[config.mk]
export PLATFORM = sky130hd
export DESIGN_NAME = key_events_to_hid_report
export DESIGN_NICKNAME = d
export VERILOG_FILES = /design/src/design/kehr_pkg.sv /design/src/design/kehr_ram.sv /design/src/design/kehr_ctrl.sv /design/src/design/kehr_datapath.sv /design/src/design/key_events_to_hid_report.sv
export VERILOG_INCLUDE_DIRS = /design/src /design/src/design
export SDC_FILE = /design/constraint.sdc
export NUM_CORES = 1
export LEC_CHECK = 0
export BUFFER_PORTS_ARGS = -buffer_cell sky130_fd_sc_hd__buf_2
export CAP_MARGIN = 0
export CELL_PAD_IN_SITES_DETAIL_PLACEMENT = 0
export CELL_PAD_IN_SITES_GLOBAL_PLACEMENT = 1
export CORE_MARGIN = 2
export CORE_UTILIZATION = 50
export CTS_CLUSTER_DIAMETER = 120
export DETAILED_ROUTE_END_ITERATION = 6
export PLACE_DENSITY_LB_ADDON = 0.1
export SKIP_CTS_REPAIR_TIMING = 1
export SLEW_MARGIN = 20
export SYNTH_ARGS = -nofsm -noshare
export SYNTH_HDL_FRONTEND = slang
export SYNTH_HIERARCHICAL = 1
export SYNTH_SLANG_ARGS = --single-unit
export TNS_END_PERCENT = 20
[constraint.sdc]
create_clock -name aclk -period 4.85 [get_ports aclk]
set_input_delay 0.485 -clock aclk [delete_from_list [all_inputs] [get_ports aclk]]
set_output_delay 0.485 -clock aclk [all_outputs]
set_load 0.05 [all_outputs]
[src/design/key_events_to_hid_report_assert.svh]
// Assertion macros for the key-event-to-report datapath.
`ifndef KEY_EVENTS_TO_HID_REPORT_ASSERT_SVH
`define KEY_EVENTS_TO_HID_REPORT_ASSERT_SVH

// Checked at every rising edge while reset is released.
`define KEHR_ASSERT(lbl, clk, rstn, prop, msg) \
    lbl: assert property (@(posedge clk) disable iff (!rstn) prop) else $error(msg);

// Checked at every rising edge, reset included.
`define KEHR_ASSERT_ALWAYS(lbl, clk, prop, msg) \
    lbl: assert property (@(posedge clk) prop) else $error(msg);

`endif

[src/design/kehr_pkg.sv]
// Shared constants, codes and controller/datapath interface types.
package kehr_pkg;

    localparam int SCAN_FIRST     = 4;
    localparam int SCAN_END       = 224;
    localparam int ROLLOVER_SLOTS = 6;
    localparam int NUM_SLOTS      = 6;

    localparam int ROW_BITS  = 8;
    localparam int ROWS      = 256 / ROW_BITS;
    localparam int ROW_W     = $clog2(ROWS);
    localparam int REPORT_W  = 8 * (1 + NUM_SLOTS);

    localparam logic [7:0] CODE_ROLLOVER = 8'h01;
    localparam logic [7:0] CODE_CAPS     = 8'h39;
    localparam logic [7:0] CODE_SCROLL   = 8'h47;
    localparam logic [7:0] CODE_PAUSE    = 8'h48;
    localparam logic [7:0] CODE_NUM      = 8'h53;
    localparam logic [7:0] CODE_MOD_BASE = 8'hE0;

    localparam logic [2:0] LED_SCROLL = 3'b001;
    localparam logic [2:0] LED_NUM    = 3'b010;
    localparam logic [2:0] LED_CAPS   = 3'b100;

    localparam logic [7:0]       SCAN_FIRST_CODE = 8'(SCAN_FIRST);
    localparam logic [7:0]       SCAN_LAST_CODE  = 8'(SCAN_END - 1);
    localparam logic [2:0]       ROLL_LIM        = 3'(ROLLOVER_SLOTS);
    localparam logic [ROW_W-1:0] MOD_ROW         = CODE_MOD_BASE[7:3];
    localparam logic [ROW_W-1:0] PAUSE_ROW       = CODE_PAUSE[7:3];
    localparam logic [2:0]       PAUSE_BIT       = CODE_PAUSE[2:0];

    // Row selects for the bitmap read port.
    localparam logic [1:0] ROW_SEL_EVENT = 2'd0;
    localparam logic [1:0] ROW_SEL_MOD   = 2'd1;
    localparam logic [1:0] ROW_SEL_SCAN  = 2'd2;
    localparam logic [1:0] ROW_SEL_PAUSE = 2'd3;

    typedef struct packed {
        logic       accept;
        logic       rd_en;
        logic [1:0] rd_sel;
        logic       wr_en;
        logic       wr_pause;
        logic       led_upd;
        logic       led_set;
        logic       begin_build;
        logic       mod_cap;
        logic       scan_step;
        logic       finish;
    } kehr_cmd_t;

    typedef struct packed {
        logic batch;
        logic scan_last;
        logic row_end;
        logic ovf_now;
        logic pause_hit;
        logic out_busy;
    } kehr_sts_t;

endpackage

[src/design/kehr_ram.sv]
// Generic single-write, single-read RAM with registered read data.
module kehr_ram #(
    parameter int WIDTH = 8,
    parameter int DEPTH = 32
) (
    input  logic                     aclk,
    input  logic                     wr_en,
    input  logic [$clog2(DEPTH)-1:0] wr_addr,
    input  logic [WIDTH-1:0]         wr_data,
    input  logic                     rd_en,
    input  logic [$clog2(DEPTH)-1:0] rd_addr,
    output logic [WIDTH-1:0]         rd_data
);

    logic [WIDTH-1:0] mem_reg [DEPTH];
    logic [WIDTH-1:0] rd_data_reg;

    always_ff @(posedge aclk) begin
        if (wr_en) begin
            mem_reg[wr_addr] <= wr_data;
        end
        if (rd_en) begin
            rd_data_reg <= mem_reg[rd_addr];
        end
    end

    assign rd_data = rd_data_reg;

endmodule

[src/design/kehr_ctrl.sv]
// Sequencer for key events, LED updates and the bitmap scan.
module kehr_ctrl (
    input  logic              aclk,
    input  logic              aresetn,
    input  logic              s_tvalid,
    input  logic              s_tuser,
    output logic              s_tready,
    input  kehr_pkg::kehr_sts_t sts,
    output kehr_pkg::kehr_cmd_t cmd
);

    localparam logic [3:0] ST_IDLE    = 4'd0;
    localparam logic [3:0] ST_EV_RD   = 4'd1;
    localparam logic [3:0] ST_EV_WR   = 4'd2;
    localparam logic [3:0] ST_LED     = 4'd3;
    localparam logic [3:0] ST_MOD_RD  = 4'd4;
    localparam logic [3:0] ST_MOD_CAP = 4'd5;
    localparam logic [3:0] ST_SC_RD   = 4'd6;
    localparam logic [3:0] ST_SC_BIT  = 4'd7;
    localparam logic [3:0] ST_PZ_RD   = 4'd8;
    localparam logic [3:0] ST_PZ_WR   = 4'd9;
    localparam logic [3:0] ST_FINISH  = 4'd10;

    logic [3:0] state_reg;
    logic [3:0] state_next;

    always_comb begin
        state_next = state_reg;
        cmd        = '0;
        s_tready   = 1'b0;
        case (state_reg)
            ST_IDLE: begin
                s_tready   = 1'b1;
                cmd.accept = s_tvalid;
                if (s_tvalid) begin
                    state_next = s_tuser ? ST_LED : ST_EV_RD;
                end
            end
            ST_EV_RD: begin
                cmd.rd_en  = 1'b1;
                cmd.rd_sel = kehr_pkg::ROW_SEL_EVENT;
                state_next = ST_EV_WR;
            end
            ST_EV_WR: begin
                cmd.wr_en   = 1'b1;
                cmd.led_upd = 1'b1;
                state_next  = sts.batch ? ST_MOD_RD : ST_FINISH;
            end
            ST_LED: begin
                cmd.led_set = 1'b1;
                state_next  = ST_FINISH;
            end
            ST_MOD_RD: begin
                cmd.rd_en       = 1'b1;
                cmd.rd_sel      = kehr_pkg::ROW_SEL_MOD;
                cmd.begin_build = 1'b1;
                state_next      = ST_MOD_CAP;
            end
            ST_MOD_CAP: begin
                cmd.mod_cap = 1'b1;
                state_next  = ST_SC_RD;
            end
            ST_SC_RD: begin
                cmd.rd_en  = 1'b1;
                cmd.rd_sel = kehr_pkg::ROW_SEL_SCAN;
                state_next = ST_SC_BIT;
            end
            ST_SC_BIT: begin
                cmd.scan_step = 1'b1;
                if (sts.ovf_now || sts.scan_last) begin
                    state_next = sts.pause_hit ? ST_PZ_RD : ST_FINISH;
                end else if (sts.row_end) begin
                    state_next = ST_SC_RD;
                end
            end
            ST_PZ_RD: begin
                cmd.rd_en  = 1'b1;
                cmd.rd_sel = kehr_pkg::ROW_SEL_PAUSE;
                state_next = ST_PZ_WR;
            end
            ST_PZ_WR: begin
                cmd.wr_en    = 1'b1;
                cmd.wr_pause = 1'b1;
                state_next   = ST_FINISH;
            end
            ST_FINISH: begin
                if (!sts.out_busy) begin
                    cmd.finish = 1'b1;
                    state_next = ST_IDLE;
                end
            end
            default: begin
                state_next = ST_IDLE;
            end
        endcase
    end

    always_ff @(posedge aclk) begin
        if (!aresetn) begin
            state_reg <= ST_IDLE;
        end else begin
            state_reg <= state_next;
        end
    end

endmodule

[src/design/kehr_datapath.sv]
// Key bitmap, LED state, report builder and output register.
`include "key_events_to_hid_report_assert.svh"

module kehr_datapath (
    input  logic                aclk,
    input  logic                aresetn,
    input  kehr_pkg::kehr_cmd_t cmd,
    output kehr_pkg::kehr_sts_t sts,
    input  logic [15:0]         s_tdata,
    input  logic                s_tuser,
    input  logic                s_tlast,
    input  logic                m_tready,
    output logic                m_tvalid,
    output logic [63:0]         m_tdata,
    output logic [1:0]          m_tuser
);

    localparam int RW = kehr_pkg::ROW_W;

    // Latched input item.
    logic [7:0] code_reg;
    logic       press_reg;
    logic       func_reg;
    logic       batch_reg;
    logic [2:0] host_reg;

    always_ff @(posedge aclk) begin
        if (cmd.accept) begin
            code_reg  <= s_tdata[7:0];
            press_reg <= s_tdata[8];
            host_reg  <= s_tdata[11:9];
            func_reg  <= s_tuser;
            batch_reg <= s_tlast;
        end
    end

    // Bitmap RAM, one row of eight keys per entry, with a valid bit per row.
    logic [RW-1:0]             rd_row;
    logic [RW-1:0]             wr_row;
    logic [2:0]                wr_bit;
    logic [7:0]                wr_mask;
    logic [7:0]                wr_data;
    logic [7:0]                ram_q;
    logic [7:0]                row_word;
    logic [kehr_pkg::ROWS-1:0] row_valid_reg;
    logic                      valid_q_reg;
    logic [7:0]                scan_code_reg;

    always_comb begin
        case (cmd.rd_sel)
            kehr_pkg::ROW_SEL_EVENT: rd_row = code_reg[7:3];
            kehr_pkg::ROW_SEL_MOD:   rd_row = kehr_pkg::MOD_ROW;
            kehr_pkg::ROW_SEL_SCAN:  rd_row = scan_code_reg[7:3];
            kehr_pkg::ROW_SEL_PAUSE: rd_row = kehr_pkg::PAUSE_ROW;
            default:                 rd_row = code_reg[7:3];
        endcase
    end

    assign row_word = valid_q_reg ? ram_q : 8'h00;
    assign wr_row   = cmd.wr_pause ? kehr_pkg::PAUSE_ROW : code_reg[7:3];
    assign wr_bit   = cmd.wr_pause ? kehr_pkg::PAUSE_BIT : code_reg[2:0];
    assign wr_mask  = 8'(8'h01 << wr_bit);
    assign wr_data  = (press_reg && !cmd.wr_pause) ? (row_word | wr_mask)
                                                   : (row_word & ~wr_mask);

    kehr_ram #(
        .WIDTH(8),
        .DEPTH(kehr_pkg::ROWS)
    ) u_bitmap (
        .aclk   (aclk),
        .wr_en  (cmd.wr_en),
        .wr_addr(wr_row),
        .wr_data(wr_data),
        .rd_en  (cmd.rd_en),
        .rd_addr(rd_row),
        .rd_data(ram_q)
    );

    always_ff @(posedge aclk) begin
        if (!aresetn) begin
            row_valid_reg <= '0;
        end else if (cmd.wr_en) begin
            row_valid_reg[wr_row] <= 1'b1;
        end
    end

    always_ff @(posedge aclk) begin
        if (cmd.rd_en) begin
            valid_q_reg <= row_valid_reg[rd_row];
        end
    end

    // Lock LEDs in PS/2 order: bit0 scroll, bit1 num, bit2 caps.
    logic [2:0] leds_reg;
    logic       led_chg_reg;
    logic [2:0] lock_mask;

    always_comb begin
        lock_mask = 3'b000;
        if (!press_reg) begin
            case (code_reg)
                kehr_pkg::CODE_SCROLL: lock_mask = kehr_pkg::LED_SCROLL;
                kehr_pkg::CODE_NUM:    lock_mask = kehr_pkg::LED_NUM;
                kehr_pkg::CODE_CAPS:   lock_mask = kehr_pkg::LED_CAPS;
                default:               lock_mask = 3'b000;
            endcase
        end
    end

    always_ff @(posedge aclk) begin
        if (!aresetn) begin
            leds_reg    <= 3'b000;
            led_chg_reg <= 1'b0;
        end else if (cmd.accept) begin
            led_chg_reg <= 1'b0;
        end else if (cmd.led_set) begin
            // Host order is num, caps, scroll from bit 0 up.
            leds_reg    <= {host_reg[1], host_reg[0], host_reg[2]};
            led_chg_reg <= 1'b1;
        end else if (cmd.led_upd && (lock_mask != 3'b000)) begin
            leds_reg    <= leds_reg ^ lock_mask;
            led_chg_reg <= 1'b1;
        end
    end

    // Scan: one key code per cycle within a row, with a bitmap read before each row, filling slots in ascending order.
    logic [7:0] mod_reg;
    logic [7:0] slot_reg [kehr_pkg::NUM_SLOTS];
    logic [2:0] pos_reg;
    logic       ovf_reg;
    logic       pause_reg;
    logic       hit;
    logic       ovf_now;
    logic       place;
    logic       scan_last;

    assign hit       = row_word[scan_code_reg[2:0]];
    assign ovf_now   = hit && (pos_reg >= kehr_pkg::ROLL_LIM);
    assign place     = hit && !ovf_now;
    assign scan_last = (scan_code_reg == kehr_pkg::SCAN_LAST_CODE);

    always_ff @(posedge aclk) begin
        if (cmd.begin_build) begin
            for (int i = 0; i < kehr_pkg::NUM_SLOTS; i++) begin
                slot_reg[i] <= 8'h00;
            end
            scan_code_reg <= kehr_pkg::SCAN_FIRST_CODE;
        end else if (cmd.scan_step) begin
            if (place) begin
                slot_reg[pos_reg] <= scan_code_reg;
            end
            if (!(ovf_now || scan_last)) begin
                scan_code_reg <= scan_code_reg + 8'd1;
            end
        end
        if (cmd.mod_cap) begin
            mod_reg <= row_word;
        end
    end

    always_ff @(posedge aclk) begin
        if (!aresetn) begin
            pos_reg   <= 3'd0;
            ovf_reg   <= 1'b0;
            pause_reg <= 1'b0;
        end else if (cmd.begin_build) begin
            pos_reg   <= 3'd0;
            ovf_reg   <= 1'b0;
            pause_reg <= 1'b0;
        end else if (cmd.scan_step) begin
            if (place) begin
                pos_reg <= pos_reg + 3'd1;
                if (scan_code_reg == kehr_pkg::CODE_PAUSE) begin
                    pause_reg <= 1'b1;
                end
            end
            if (ovf_now) begin
                ovf_reg <= 1'b1;
            end
        end
    end

    // Report assembly, change detection and output register.
    logic [kehr_pkg::REPORT_W-1:0] report;
    logic [kehr_pkg::REPORT_W-1:0] prev_reg;
    logic                          changed;
    logic                          m_tvalid_reg;
    logic [63:0]                   m_tdata_reg;
    logic [1:0]                    m_tuser_reg;

    always_comb begin
        report[7:0] = mod_reg;
        for (int i = 0; i < kehr_pkg::NUM_SLOTS; i++) begin
            report[8*(i+1) +: 8] = ovf_reg ? kehr_pkg::CODE_ROLLOVER : slot_reg[i];
        end
    end

    assign changed = !func_reg && batch_reg && (report != prev_reg);

    always_ff @(posedge aclk) begin
        if (!aresetn) begin
            prev_reg     <= '0;
            m_tvalid_reg <= 1'b0;
        end else if (cmd.finish) begin
            if (changed) begin
                prev_reg <= report;
            end
            m_tvalid_reg <= 1'b1;
        end else if (m_tready) begin
            m_tvalid_reg <= 1'b0;
        end
    end

    always_ff @(posedge aclk) begin
        if (cmd.finish) begin
            m_tdata_reg <= {5'b0, leds_reg, (changed ? report : '0)};
            m_tuser_reg <= {led_chg_reg, changed};
        end
    end

    assign m_tvalid = m_tvalid_reg;
    assign m_tdata  = m_tdata_reg;
    assign m_tuser  = m_tuser_reg;

    assign sts.batch     = batch_reg;
    assign sts.scan_last = scan_last;
    assign sts.row_end   = (scan_code_reg[2:0] == 3'd7);
    assign sts.ovf_now   = ovf_now;
    assign sts.pause_hit = pause_reg || (place && (scan_code_reg == kehr_pkg::CODE_PAUSE));
    assign sts.out_busy  = m_tvalid_reg && !m_tready;

    // Every bitmap write is the second half of a read-modify-write.
    `KEHR_ASSERT(a_wr_after_rd, aclk, aresetn, cmd.wr_en |-> $past(cmd.rd_en), "write without read")
    `KEHR_ASSERT_ALWAYS(a_no_rd_wr, aclk, !(cmd.wr_en && cmd.rd_en), "bitmap read and write collide")
    `KEHR_ASSERT(a_pos_bound, aclk, aresetn, pos_reg <= kehr_pkg::ROLL_LIM, "slot index overrun")
    `KEHR_ASSERT(a_ovf_full, aclk, aresetn, ovf_reg |-> (pos_reg == kehr_pkg::ROLL_LIM), "rollover before slots full")

endmodule

[src/design/key_events_to_hid_report.sv]
// Top level: key events and host LED beats in, boot keyboard reports out.
//
// Input beats on the s_ channel carry either a key event (s_tuser = 0) or a
// host LED setting (s_tuser = 1). s_tlast marks the last key event of a
// batch; only such an event builds a boot report. Every input beat produces
// exactly one output beat on the m_ channel. m_tuser[0] says whether the
// beat carries a new report that differs from the last one given, and
// m_tuser[1] says whether the lock LED state was toggled or set.
// A key event without s_tlast goes through a bitmap read, a bitmap write and the
// finish step; an LED beat sets the LEDs and then finishes. A batch end also reads
// the modifier row, scans the bitmap and clears a placed Pause key: the
// pressed-key bitmap lives in a 32 x 8 RAM with a registered read, and the scan
// walks codes 4 through 223 one per cycle, with a row read before each row,
// stopping early on rollover; clearing Pause is a read and a write.
// The block works on one beat at a time; s_tready is high only while idle.
// A finished result sits in an output register, so the next beat is taken
// while it waits; if the receiver stalls, the following result waits until
// the register frees. Reset (aresetn low, synchronous) releases all keys,
// clears the last report and turns the LEDs off, with no clearing pass.
module key_events_to_hid_report (
    input  logic        aclk,
    input  logic        aresetn,
    input  logic        s_tvalid,
    output logic        s_tready,
    input  logic [15:0] s_tdata,   // key_code[7:0], is_press[8], host_leds[11:9], zero
    input  logic        s_tuser,   // func
    input  logic        s_tlast,   // batch_end
    output logic        m_tvalid,
    input  logic        m_tready,
    output logic [63:0] m_tdata,   // modifiers[7:0], slot0..slot5[55:8], led_state[58:56], zero
    output logic [1:0]  m_tuser    // report_valid[0], leds_changed[1]
);

    // Commands from the sequencer and status back from the datapath.
    kehr_pkg::kehr_cmd_t cmd;
    kehr_pkg::kehr_sts_t sts;

    kehr_ctrl u_ctrl (
        .aclk    (aclk),
        .aresetn (aresetn),
        .s_tvalid(s_tvalid),
        .s_tuser (s_tuser),
        .s_tready(s_tready),
        .sts     (sts),
        .cmd     (cmd)
    );

    kehr_datapath u_datapath (
        .aclk    (aclk),
        .aresetn (aresetn),
        .cmd     (cmd),
        .sts     (sts),
        .s_tdata (s_tdata),
        .s_tuser (s_tuser),
        .s_tlast (s_tlast),
        .m_tready(m_tready),
        .m_tvalid(m_tvalid),
        .m_tdata (m_tdata),
        .m_tuser (m_tuser)
    );

endmodule

# Yosys cells after proc, flatten, opt, wreduce, memory -nomap -nowiden
# Memory sizes are Yosys's and may differ from the RTL's. A register that Yosys moved wholly into a read port is not among the register bits.
# Index checks and enable logic that the tools add are counted.
[op_classes]
add_sub_neg = 2
n_mux = 56
reduce_logical = 32
magnitude_cmp = 5
div_mod_pow = 0
n_mul = 0
n_eq_ne = 23
n_shift = 1
bitwise = 8
[ops]
columns = ["op", "count"]
rows = [
  ["$mux W8", 9],
  ["$ne A56 B56 Y1", 1],
  ["$pmux W4 S10", 1],
  ["$or A32 B32 Y32", 1],
  ["$mux W1", 27],
  ["$eq A8 B7 Y1 const B", 3],
  ["$mux W4", 5],
  ["$pmux W5 S4", 1],
  ["$eq A4 B3 Y1 const B", 4],
  ["$mux W3", 5],
  ["$eq A4 B4 Y1 const B", 3],
  ["$lt A5 B6 Y1 const B", 2],
  ["$pmux W3 S4", 1],
  ["$reduce_and A2 Y1", 5],
  ["$logic_and A1 B1 Y1", 9],
  ["$pmux W3 S3", 1],
  ["$add A8 B1 Y8 const B", 1],
  ["$and A8 B8 Y8", 1],
  ["$eq A4 B2 Y1 const B", 2],
  ["$eq A8 B6 Y1 const B", 1],
  ["$eq A8 B8 Y1 const B", 1],
  ["$not A8 Y8", 1],
  ["$or A8 B8 Y8", 1],
  ["$reduce_or A2 Y1", 4],
  ["other kinds (26)", 37],
]
[totals]
in_bits = 22
regBits = 194
output_inout_bits = 68
romBits = 0
n_memories = 2
mem_bits_rw = 304
word_cells = 149
latch_bits = 0
[memory_table]
columns = ["memory", "words", "width", "read_ports", "rd_clocked_by_memory_dff", "wr", "line_no", "rtl"]
rows = [
  ["u_datapath.u_bitmap.mem_reg", 32, 8, 1, 1, 1, "kehr_ram.sv:15", "logic [WIDTH-1:0] mem_reg [DEPTH];"],
  ["u_datapath.slot_reg", 6, 8, 6, 0, 6, "kehr_datapath.sv:128", "logic [7:0] slot_reg [kehr_pkg::NUM_SLOTS];"],
]

# Logic depth before layout (Yosys ltp)
[logic_depth]
ltp_word = 12
mapped_depth = 15
mapped_depth_nobuf = 11

# By module
# The synthesis kept the hierarchy.
[by_module_without_submodules]
columns = ["mod", "instances", "cells_each", "seq_area_each_um2", "area_each_um2"]
rows = [
  ["kehr_datapath", 1, 1027, 6085.8, 11064.4],
  ["kehr_ram", 1, 417, 7927.6, 10133.5],
  ["kehr_ctrl", 1, 66, 80.1, 456.7],
]

# Worst setup path after synthesis
# Ideal clock, no wire load.
[synth_path]
path_kind = "flip-flop to flip-flop"
startpoint = "register u_ctrl.state_reg[3]"
endpoint = "register u_datapath.u_bitmap.rd_data_reg[0] (netlist: u_datapath/u_bitmap/rd_data[0]), read port of u_datapath.u_bitmap.mem_reg, data pin"
stages_incl_launch_ff = 16
t_required_ns = 4.590
path_buffers = 6
slack_ns = 1.164
setup_time_ns = 0.260
period_less_slack_ns = 3.686
arrival_time_ns = 3.427
path_cell_list = "dfxtp_1 > buf_4 > nand2b_1 > nor2_1 > a21oi_1 > nor2_1 > clkbuf_1 > o21ai_0 > o21ai_0 > buf_2 > buf_2 > buf_6 > buf_4 > mux4_2 > mux4_2 > mux2_2"
[synth_lines]
columns = ["item", "line_no", "rtl"]
rows = [
  ["from (decl)", "kehr_ctrl.sv:24", "logic [3:0] state_reg;"],
  ["from (signal assigned)", "kehr_ctrl.sv:102", "state_reg <= state_next;"],
  ["to (decl)", "kehr_ram.sv:16", "logic [WIDTH-1:0] rd_data_reg;"],
]

==> run_results.csv <==
group,metric,value,unit
status,outcome,"completed",
drt,drcViolationCount,0,
global_route,grt_antenna_before_repair,0,
die,fp.dieArea,45000,µm²
pwr,finalPower,14000,µW
logic_synthesis,synth_fa_ha_area_frac,0.00289,
pwr,p_int,9550,µW
global_route,grt.overflow.total,0,
sta,slew_violations,0,
clocking,path_clk_slew,0.06,ns
worst_setup_path,critical_path_required,5.22,ns
sta,grt_setup_unrepaired,"no",
logic_synthesis,synth_cells,1510,
pwr,p_per_area,572,nW/µm²
clocking,cts_htree_levels,2,
worst_setup_path,start_kind,"register",
sta,slew_headroom,0.336,
die,die_w,212,µm
sta,tns,0,ns
worst_setup_path,crit_type,"register to register",
placed_design,io_buffer_count,80,
logic_synthesis,synthTopCellsByCount,"396 x edfxtp_1, 125 x nor2_1, 123 x nand2_1",
drt,drt_wl_total,47.5,mm
worst_setup_path,path_buf_inv,1,
drt,vias,12400,
logic_synthesis,seq_area_frac_synth,0.651,
global_route,track_usage,0.217,
logic_synthesis,yosysMostFrequentCell,"edfxtp_1",
sta,hold_viol,0,
logic_synthesis,synth_seq_cells,506,
pwr,switching_share,0.315,
pwr,comb_power_share,0.296,
logic_synthesis,synth_largest_area_cell,"edfxtp_1",
pwr,vdd_drop_max,0.390,mV
die,core_area,42900,µm²
logic_synthesis,async_flop_share,0,
global_route,grt_pass1_vias,12300,
final_layout,drive_gt1_frac,0.197,
logic_synthesis,synth_cell_types,79,
pwr,p_seq_frac,0.415,
drt,drtPass1Iterations,4,
global_route,grt_pass1_wl,73.0,mm
sta,finalSetupViolCount,0,
final_layout,nets,1617,
sta,worst_slew_pin_slew,0.992,ns
logic_synthesis,synth-compound-area-share,0.0445,
clocking,clockRootBuffer,"clkbuf_16",
die,initial_utilization,0.505,
final_layout,diodes,0,
pwr,p_sw,4400,µW
worst_setup_path,cp_max_fo,66,
drt,wire_per_inst,21.4,µm
worst_setup_path,cpPeakStageDelay,0.63,ns
drt,drtAntennaViolNets,0,
logic_synthesis,ys_warn_count,6,
logic_synthesis,synth_area_leaders,"edfxtp_1 55%, dfxtp_1 10%, mux4_2 8.4%, mux2i_1 4.1%, nor2_1 2.2%",
worst_setup_path,crit_family,"multiplexers",
logic_synthesis,synth_edf_count,396,
pwr,p_clk_frac,0.289,
sta,skew,0.0322,ns
worst_setup_path,end_kind,"register",
logic_synthesis,synthMuxAreaShare,0.136,
logic_synthesis,netlist.area_leader.share,0.549,
die,die_h,212,µm
placed_design,place_hpwl,30.1,mm
clocking,cts_max_path_buffers,3,
clocking,cts_tree,"yes",
logic_synthesis,synth_xor_area_frac,0.0133,
final_layout,area_delta_synth_final,12.6,%
die,ios,90,
logic_synthesis,synth_flop_cell,"edfxtp_1",
job,drv_cap,0,
final_layout,largest_register_ffs,256,
pwr,p_leak,0.00824,µW
drt,viasPerCell,5.58,
clocking,clk_latency,0.62,ns
global_route,grt_max_degree,69,
clocking,cts_made_buffers,54,
sta,fin_crit,4.39,ns
worst_setup_path,slowest_stage,"mux4_2",
logic_synthesis,synth-simple-area-share,0.126,
placed_design,gp_congestion,0.831,
sta,period_share,0.906,
logic_synthesis,syn_avg_cell_area,14.3,µm²
min_path,hold_class,"input pin to register",
drt,drt_iter0_drc,922,
worst_setup_path,crit_chain,"nand2b_1 > nor2_1 > a21oi_1 > nor2_1 > o21ai_0 > o21ai_4 > buf_12 > mux4_2 > mux4_2 > mux2_2",
logic_synthesis,synth_top_family_by_area,"multiplexers",
worst_setup_path,arrival,4.76,ns
logic_synthesis,netlist_area,21700,µm²
sta,max_freq,228,MHz
clocking,cts_sinks,506,
die,rows,76,
## power groups by stage
stage / sequential (µW) / clock, µW / combinational [µW]
floorplan: 5770 / 0 / 3040
global placement: 5880 / 0 / 4100
detailed placement: 5890 / 0 / 4160
CTS: 5800 / 4130 / 4170
global route: 5830 / 4310 / 4430
finish: 5790 / 4030 / 4120
## final timing paths
| path | start | endpoint | slack [ns] | cells after the start |
|---|---|---|---|---|
| worst max-delay path | u_ctrl/state_reg[3] | u_datapath/u_bitmap/rd_data[1] | 0.46 | 10 |
| worst min register to register | u_datapath/led_chg_reg | u_datapath/m_tuser[1] | 0.44 | 0 |
| worst max register to register | u_ctrl/state_reg[3] | u_datapath/u_bitmap/rd_data[1] | 0.46 | 10 |
| worst min-delay path | s_tdata[5] | u_datapath/code_reg[5] | 0.04 | 1 |
## area by class of cell
cell class / count / area (µm²)
Fill cell: 3390 / 18500
Timing Repair Buffer: 111 / 673
Tap cell: 585 / 732
Multi-Input combinational cell: 894 / 7050
Clock buffer: 63 / 1390
Clock inverter: 34 / 364
Inverter: 23 / 86.3
Sequential cell: 506 / 14100
## routing by layer
layer	wire (µm)	up-vias	share of wire	track usage
met5	0	-	0	0
met4	1500	0	0.032	0.0787
met2	23200	306	0.49	0.358
met3	2170	84	0.046	0.0378
met1	20700	6142	0.43	0.292
li1	-	5825	-	-
## through the flow
| stage | hold WS (ns) | instances | cell area (µm²) | utilization | worst slack [ns] |
|---|---|---|---|---|---|
| after floorplan | 0.409 | 1514 | 21700 | - | 1.16 |
| after global placement | 0.429 | 2119 | 22600 | 0.528 | 0.612 |
| after detailed placement | 0.429 | 2119 | 22600 | 0.528 | 0.499 |
| after CTS | 0.00845 | 2216 | 24400 | 0.569 | 0.485 |
| after global routing | 0.0111 | 2216 | 24400 | 0.569 | 0.167 |
| final | 0.0439 | 2216 | 24400 | 0.569 | 0.457 |
## logic make-up after synthesis
family | count (synthesis)
other cells | 1
buf+inv | 114
fa+ha+maj | 5
flops | 506
xor+xnor | 33
mux | 188
simple gates | 512
compound gates | 151
## placed cells by master, fill, tap and decap left out, types with 7 or more instances in the layout
cell and n:
clkinv_1 8, buf_2 79, nor2b_1 41, dfxtp_1 109
nor2_1 123, buf_4 29, nand2b_1 18, mux4_2 81
mux2i_1 89, clkbuf_1 9, a31oi_1 14, o21ai_0 33
clkinv_2 13, inv_1 23, and3_1 18, nand2_1 123
a21oi_1 42, mux2_2 16, nor4bb_1 13, nor3b_1 38
nand4_1 8, xnor2_1 20, edfxtp_1 396, clkbuf_16 54
xor2_1 13, nand3_1 11, nor4_1 7, nor3_1 17
and2_1 50
## worst reg2reg max path: stages, from the launching register on
cell,delay [ns]
dfxtp_1,0.60
nand2b_1,0.23
nor2_1,0.20
a21oi_1,0.06
nor2_1,0.60
o21ai_0,0.34
o21ai_4,0.15
buf_12,0.43
mux4_2,0.72
mux4_2,0.54
mux2_2,0.30
(Power assumes the default switching activity.)
